### src/rtl/lwsl_pkg.sv
// ----------------------------------------------------------------------------
// lwsl_pkg
// Shared widths, defaults and the result record of the longest window unit.
// ----------------------------------------------------------------------------
package lwsl_pkg;

	localparam int ELEM_W        = 16;
	localparam int VALUE_MAX_W   = 32;
	localparam int LIMIT_W       = 32;
	localparam int SUM_W         = 33;
	localparam int LEN_OUT_W     = 11;

	localparam int DEF_WINDOW_DEPTH = 1024;
	localparam int DEF_VALUE_BITS   = 16;

	typedef struct packed {
		logic [LEN_OUT_W-1:0] window_length;
		logic [LEN_OUT_W-1:0] best_length;
		logic                 window_overflow;
		logic                 sequence_done;
	} lwsl_result_t;

endpackage

### src/rtl/lwsl_if.sv
// ----------------------------------------------------------------------------
// lwsl_if
// Valid/ready channels for element requests and result requests.
// ----------------------------------------------------------------------------
interface lwsl_sample_if import lwsl_pkg::*; ();
	logic              valid;
	logic              ready;
	logic [ELEM_W-1:0] element_value;
	logic              end_of_sequence;

	modport source (output valid, element_value, end_of_sequence, input ready);
	modport sink (input valid, element_value, end_of_sequence, output ready);
endinterface


### src/rtl/lwsl_ctrl.sv
// ----------------------------------------------------------------------------
// lwsl_ctrl
// Two-pointer sequencer: adds each element, drops the oldest from the store
// one per cycle while over the limit, then appends the element unless it alone exceeds the limit, and reports.
// ----------------------------------------------------------------------------
module lwsl_ctrl import lwsl_pkg::*; #(
	parameter int WINDOW_DEPTH = DEF_WINDOW_DEPTH,
	parameter int VALUE_BITS   = DEF_VALUE_BITS,
	parameter int AW           = $clog2(WINDOW_DEPTH),
	parameter int LW           = $clog2(WINDOW_DEPTH + 1)
) (
	input  logic                  clk,
	input  logic                  arst_n,
	input  logic [LIMIT_W-1:0]    sum_limit,
	lwsl_sample_if.sink           sample,
	input  logic                  out_free,
	output logic                  res_valid,
	output lwsl_result_t          res,
	output logic                  mem_wr_en,
	output logic [AW-1:0]         mem_wr_addr,
	output logic [VALUE_BITS-1:0] mem_wr_data,
	output logic [AW-1:0]         mem_rd_addr,
	input  logic [VALUE_BITS-1:0] mem_rd_data
);

	typedef enum logic [0:0] {ST_IDLE, ST_CHECK} state_t;

	state_t                state_q;
	logic [SUM_W-1:0]      sum_q;
	logic [AW-1:0]         head_q;
	logic [AW-1:0]         tail_q;
	logic [LW-1:0]         len_q;
	logic [LW-1:0]         best_q;
	logic [VALUE_BITS-1:0] val_q;
	logic                  last_q;

	logic [VALUE_BITS-1:0] val_in;
	logic                  accept;
	logic                  over;
	logic                  drop_lim;
	logic                  fin;
	logic                  keep;
	logic                  full;
	logic [AW-1:0]         tail_adv;
	logic [AW-1:0]         head_adv;
	logic [LW-1:0]         new_len;
	logic [LW-1:0]         new_best;
	logic [SUM_W-1:0]      new_sum;

	assign val_in   = VALUE_BITS'({{(VALUE_MAX_W - ELEM_W){1'b0}}, sample.element_value});
	assign sample.ready = (state_q == ST_IDLE);
	assign accept   = sample.valid && sample.ready;

	assign over     = sum_q > SUM_W'(sum_limit);
	assign drop_lim = (state_q == ST_CHECK) && over && (len_q != '0);
	assign fin      = (state_q == ST_CHECK) && !drop_lim && out_free;
	// after the drop loop, still over means the element alone exceeds the limit
	assign keep     = !over;
	assign full     = (len_q == LW'(WINDOW_DEPTH));

	assign tail_adv = (tail_q == AW'(WINDOW_DEPTH - 1)) ? '0 : tail_q + AW'(1);
	assign head_adv = (head_q == AW'(WINDOW_DEPTH - 1)) ? '0 : head_q + AW'(1);

	always_comb begin
		if (!keep) begin
			new_len = '0;
			new_sum = '0;
		end else if (full) begin
			new_len = len_q;
			new_sum = sum_q - SUM_W'(mem_rd_data);
		end else begin
			new_len = len_q + LW'(1);
			new_sum = sum_q;
		end
		new_best = (new_len > best_q) ? new_len : best_q;
	end

	// read data always tracks the tail entry while checking
	assign mem_rd_addr = drop_lim ? tail_adv : tail_q;
	assign mem_wr_en   = fin && keep;
	assign mem_wr_addr = head_q;
	assign mem_wr_data = val_q;

	assign res_valid           = fin;
	assign res.window_length   = LEN_OUT_W'(new_len);
	assign res.best_length     = LEN_OUT_W'(new_best);
	assign res.window_overflow = keep && full;
	assign res.sequence_done   = last_q;

	always_ff @(posedge clk or negedge arst_n) begin
		if (!arst_n) begin
			state_q <= ST_IDLE;
			sum_q   <= '0;
			head_q  <= '0;
			tail_q  <= '0;
			len_q   <= '0;
			best_q  <= '0;
			last_q  <= 1'b0;
		end else begin
			unique case (state_q)
				ST_IDLE: begin
					if (accept) begin
						sum_q   <= sum_q + SUM_W'(val_in);
						last_q  <= sample.end_of_sequence;
						state_q <= ST_CHECK;
					end
				end
				ST_CHECK: begin
					if (drop_lim) begin
						sum_q  <= sum_q - SUM_W'(mem_rd_data);
						tail_q <= tail_adv;
						len_q  <= len_q - LW'(1);
					end else if (fin) begin
						state_q <= ST_IDLE;
						if (last_q) begin
							sum_q  <= '0;
							head_q <= '0;
							tail_q <= '0;
							len_q  <= '0;
							best_q <= '0;
						end else begin
							sum_q  <= new_sum;
							len_q  <= new_len;
							best_q <= new_best;
							head_q <= keep ? head_adv : '0;
							if (!keep) begin
								tail_q <= '0;
							end else if (full) begin
								tail_q <= tail_adv;
							end
						end
					end
				end
				default: state_q <= ST_IDLE;
			endcase
		end
	end

	always_ff @(posedge clk) begin
		if (accept) begin
			val_q <= val_in;
		end
	end

`ifndef NO_ASSERTIONS
	a_len_bound: assert property (@(posedge clk) disable iff (!arst_n)
		len_q <= LW'(WINDOW_DEPTH))
		else $error("window length beyond store depth");

	a_best_ge_len: assert property (@(posedge clk) disable iff (!arst_n)
		(state_q == ST_IDLE) |-> (best_q >= len_q))
		else $error("best length below current window");

	a_empty_window: assert property (@(posedge clk) disable iff (!arst_n)
		(state_q == ST_IDLE && len_q == '0) |-> (sum_q == '0 && head_q == tail_q))
		else $error("empty window with stale sum or pointers");

	a_seq_clear: assert property (@(posedge clk) disable iff (!arst_n)
		(fin && last_q) |=> (len_q == '0 && best_q == '0 && sum_q == '0))
		else $error("state not cleared after end of sequence");
`endif

endmodule

### src/flat_wrapper.sv
// flat-port wrapper written by rule: the top's interface ports become plain ports
module lwsl_ctrl_flat import lwsl_pkg::*;
#(
	parameter int WINDOW_DEPTH = DEF_WINDOW_DEPTH,
	parameter int VALUE_BITS   = DEF_VALUE_BITS,
	parameter int AW           = $clog2(WINDOW_DEPTH),
	parameter int LW           = $clog2(WINDOW_DEPTH + 1)
)
  (clk, arst_n, sum_limit, out_free, res_valid, res, mem_wr_en, mem_wr_addr, mem_wr_data, mem_rd_addr, mem_rd_data, sample_valid, sample_element_value, sample_end_of_sequence, sample_ready);
  lwsl_sample_if sample_i ();
  input  logic clk;
  input  logic arst_n;
  input  logic [LIMIT_W-1:0] sum_limit;
  input  logic out_free;
  output logic res_valid;
  output lwsl_result_t res;
  output logic mem_wr_en;
  output logic [AW-1:0] mem_wr_addr;
  output logic [VALUE_BITS-1:0] mem_wr_data;
  output logic [AW-1:0] mem_rd_addr;
  input  logic [VALUE_BITS-1:0] mem_rd_data;
  input wire logic [$bits(sample_i.valid)-1:0] sample_valid;
  input wire logic [$bits(sample_i.element_value)-1:0] sample_element_value;
  input wire logic [$bits(sample_i.end_of_sequence)-1:0] sample_end_of_sequence;
  output wire logic [$bits(sample_i.ready)-1:0] sample_ready;
  assign sample_i.valid = sample_valid;
  assign sample_i.element_value = sample_element_value;
  assign sample_i.end_of_sequence = sample_end_of_sequence;
  assign sample_ready = sample_i.ready;
  lwsl_ctrl #(.WINDOW_DEPTH(WINDOW_DEPTH), .VALUE_BITS(VALUE_BITS), .AW(AW), .LW(LW)) u_core (.clk(clk), .arst_n(arst_n), .sum_limit(sum_limit), .sample(sample_i), .out_free(out_free), .res_valid(res_valid), .res(res), .mem_wr_en(mem_wr_en), .mem_wr_addr(mem_wr_addr), .mem_wr_data(mem_wr_data), .mem_rd_addr(mem_rd_addr), .mem_rd_data(mem_rd_data));
endmodule
### config.mk
export PLATFORM = sky130hd
export DESIGN_NAME = lwsl_ctrl_flat
export DESIGN_NICKNAME = d
export VERILOG_FILES = /design/src/rtl/lwsl_pkg.sv /design/src/rtl/lwsl_if.sv /design/src/rtl/lwsl_ctrl.sv /design/src/flat_wrapper.sv
export SDC_FILE = /design/constraint.sdc
export NUM_CORES = 1
export LEC_CHECK = 0
export ABC_CLOCK_PERIOD_IN_PS = 4200
export BUFFER_PORTS_ARGS = -buffer_cell sky130_fd_sc_hd__buf_4
export CAP_MARGIN = 10
export CORE_ASPECT_RATIO = 0.75
export CORE_UTILIZATION = 53
export CTS_CLUSTER_DIAMETER = 200
export DETAILED_ROUTE_END_ITERATION = 7
export PLACE_DENSITY = 0.82
export SLEW_MARGIN = 20
export SYNTH_ARGS = -nofsm -noshare
export SYNTH_HDL_FRONTEND = slang
export SYNTH_SLANG_ARGS = --single-unit
export TNS_END_PERCENT = 30
### constraint.sdc
create_clock -name clk -period 4.2 [get_ports clk]
set_input_delay 0.21 -clock clk [delete_from_list [all_inputs] [get_ports clk]]
set_output_delay 0.21 -clock clk [all_outputs]
set_load 0.02 [all_outputs]
==> flow_metrics.py <==
metrics = {
    "yosys": {
        "synth-edff-count": 16,
        "synth_fp_nets": 1118,
        "synth_seq_cells": 93,
        "synth_common_cells": "nand2_1 (89), inv_1 (80), ha_1 (78), dfrtp_1 (77), nor2_1 (69)",
        "ys_seq_area_share_pct": 29.6,
        "ys_warn_count": 0,
        "synth_cells": 969,
        "yosys.cell_types.count": 90,
        "synth.top_cell.area_share_pct": 23.7,
        "syn_area_per_cell_um2": 8.39,
        "synthArstFlopShare_pct": 82.8,
        "synth_flop_cell": "dfrtp_1",
        "yosys-top-cells-area": "dfrtp_1 (24%), ha_1 (12%), edfxtp_1 (5.9%)",
        "yosysTopAreaCell": "dfrtp_1",
        "syn_area_um2": 8130,
        "synth.most_common_cell": "nand2_1",
    },
    "worst_hold_path": {
        "holdPathStages": 1,
        "hold_class": "primary input to register",
    },
    "place": {
        "gp_congestion": 0.974,
        "dpl.hpwl_um": 17800,
        "portBuffers": 131,
        "dp_cells": 1324,
    },
    "die": {
        "dieArea_um2": 15800,
        "io_pins": 132,
        "initial_core_util_pct": 55.1,
        "die_x_um": 145,
        "num_rows": 38,
        "coreArea_um2": 14700,
        "die_h_um": 109,
    },
    "global_route": {
        "grt_pass1_vias": 7937,
        "grt-ovfl-total": 0,
        "antenna_found_initial": 0,
        "grt_pass1_wl_um": 39800,
        "grt_max_degree": 78,
        "grtUsageTotal_pct": 31.9,
    },
    "routing": {
        "vias": 8624,
        "drt-vias-per-instance": 6.31,
        "drt_iter0_drc": 1111,
        "drt-total-wl_um": 26200,
        "ant_nets": 0,
        "drt-wirelength-per-cell_um": 19.1,
        "first_pass_iters": 7,
        "remaining_drc_errors": 0,
    },
    "finish": {
        "nets": 1310,
        "fin_cells": 1367,
        "area_delta_synth_final_pct": 31.6,
        "final_layout_size_suffix_gt1_share_pct": 28.8,
    },
    "timing": {
        "holdWs_ns": 0.0349,
        "drv_slew": 0,
        "hold_viol": 0,
        "layout_worst_path_cycle_share_pct": 109,
        "finClkSkew_ns": 0.0106,
        "rsz0062_at_grt": "true",
        "setup_ws_ns": -0.380,
        "worst_pin_slew_ns": 1.06,
        "setup_tns_ns": -3.07,
        "max_freq_mhz": 218,
        "period_minus_slack_ns": 4.58,
        "relSlewSlack_pct": 28.9,
        "setup_viol": 18,
    },
    "clock_tree": {
        "ctsLongestPathBuffers": 2,
        "root_buffer": "clkbuf_16",
        "cts-htree-levels": 3,
        "clk-insertion-delay-late_ns": 0.36,
        "cts_sinks": 93,
        "cts_inserted_buffers": 9,
        "clkTransAtPathRegs_ns": 0.06,
        "cts_tree": "done",
    },
    "setup_path": {
        "endpoint_kind": "primary output",
        "reg2reg_depth": 21,
        "crit_start": "u_core.sum_q[18]$_DFFE_PN0P_",
        "cp.required_ns": 3.99,
        "r2r_setup_slack_ns": -0.02,
        "rr_endpoint": "u_core.best_q[9]$_DFFE_PN0P_",
        "r2r-start": "u_core.sum_q[18]$_DFFE_PN0P_",
        "path_max_fanout": 6,
        "arrival_ns": 4.37,
        "start_kind": "register",
        "criticalPathCategory": "register to primary output",
        "worstSetupEndpoint": "res[2]",
    },
    "power_and_ir_drop": {
        "power_density_nw_per_um2": 916,
        "p_leak_nw": 4.97,
        "irDropWorstVdd_v": 0.000629,
    },
    "run_status": {
        "status": "finished with violations",
        "violations": "negative setup slack",
    },
    "flow_run": {
        "maxCapViolCount": 0,
    },
}
==> worst max-delay path, cell delays in order, from the launching register on <==
cell	delay, ns
dfrtp_1	0.42
ha_4	0.26
nand4_1	0.11
buf_6	0.13
buf_4	0.12
nor4_4	0.03
a31oi_1	0.27
o21ai_2	0.14
buf_4	0.16
o21a_4	0.26
buf_6	0.13
nor2_4	0.11
ha_4	0.21
and3_4	0.15
a221o_1	0.35
a21oi_2	0.19
a31oi_1	0.12
a21oi_2	0.17
a221oi_4	0.07
buf_12	0.17
mux2_4	0.30
buf_6	0.13
==> repair_timing <==
item	CTS	global route
setup endpoints to repair	21	21
buffers inserted	12	13
hold buffers	0	1
gates cloned	2	0
gates resized for setup	39	47
pin swaps	17	32
endpoints found under the hold margin	0	77
==> stage by stage <==
| stage | utilization, % | total power [mW] | instance area (um2) | worst slack, ns |
|---|---|---|---|---|
| after floorplan | - | 5.71 | 8250 | -0.107 |
| after global placement | 66.2 | 7.43 | 9750 | -0.0214 |
| after detailed placement | 66.2 | 7.59 | 9750 | -0.109 |
| after CTS | 70.5 | 9.37 | 10400 | -0.176 |
| after global routing | 72.6 | 10.4 | 10700 | -0.582 |
| final | 72.6 | 9.80 | 10700 | -0.380 |
==> flip-flops by register name (all words and copies together), names as in the netlist <==
name / cells
u_core.last_q: 1
u_core.len_q: 11
u_core.best_q: 11
u_core.tail_q: 10
u_core.sum_q: 33
u_core.state_q: 1
u_core.mem_wr_data: 16
u_core.mem_wr_addr: 10
==> layer usage <==
layer	vias to the layer above	wire length, um	GRT usage (%)
met3	94	2550	7.24
met2	508	11500	49.1
met4	0	860	11.6
met1	4065	11300	44.0
li1	3957	-	-
met5	-	0	0
==> cell families after synthesis <==
group / after synthesis / synth area share [%]
xor gates and xnor gates: 44 / 4.74
DFF: 93 / 29.6
muxes: 7 / 0.970
and+or+nand+nor: 325 / 20.6
buffers and inverters: 123 / 6.48
AOI/OAI and AO/OA: 297 / 25.1
adders and majority gates: 80 / 12.5
==> where the power goes <==
group | leakage [nW] | total (mW) | internal (mW) | switching, mW
clock network | 0.159 | 0.871 | 0.505 | 0.366
logic | 3.68 | 7.40 | 3.21 | 4.20
registers | 1.13 | 1.52 | 1.23 | 0.293
total | 4.97 | 9.80 | 4.94 | 4.85
==> worst min path at each step <==
stage	startpoint	endpoint
final	sample_element_value[14]	u_core.mem_wr_data[14]$_DFFE_PP_
after global routing	sample_element_value[9]	u_core.mem_wr_data[9]$_DFFE_PP_
after CTS	sample_element_value[14]	u_core.mem_wr_data[14]$_DFFE_PP_
after detailed placement	sample_element_value[14]	u_core.mem_wr_data[14]$_DFFE_PP_
after global placement	sample_element_value[8]	u_core.mem_wr_data[8]$_DFFE_PP_
after floorplan	arst_n	u_core.best_q[0]$_DFFE_PN0P_
==> placed cells by master, fill, tap and decap left out, types with 7 or more instances in the layout <==
master | netlist | layout
o221ai_1 | 9 | 9
nand3_1 | 32 | 31
o21ai_2 | 6 | 9
ha_1 | 78 | 64
o21ai_4 | 0 | 9
clkbuf_16 | 0 | 11
a211o_1 | 7 | 7
nor2b_1 | 8 | 7
a21o_1 | 19 | 19
o21a_1 | 24 | 23
inv_1 | 80 | 79
xor2_1 | 23 | 23
buf_6 | 4 | 18
and3_1 | 21 | 19
o21ai_0 | 68 | 60
dfrtp_1 | 77 | 76
nor3_1 | 28 | 27
o31ai_1 | 9 | 9
nand4_1 | 19 | 19
a22o_1 | 16 | 16
nand2_1 | 89 | 82
xnor2_1 | 21 | 21
ha_4 | 0 | 13
edfxtp_1 | 16 | 16
a31oi_1 | 8 | 8
a21oi_1 | 52 | 48
nor2_1 | 69 | 58
buf_4 | 3 | 201
==> final cells by class <==
| type | instances | area [um2] |
|---|---|---|
| clock inverters | 2 | 10.0 |
| clock buffers | 14 | 307 |
| repair buffers | 222 | 1760 |
| multi-input cells | 753 | 5660 |
| well taps | 200 | 250 |
| inverters | 82 | 308 |
| diodes | 1 | 2.50 |
| fillers | 1091 | 4040 |
| flip-flops and latches | 93 | 2410 |
No activity file was read; power rests on OpenSTA's default activity.
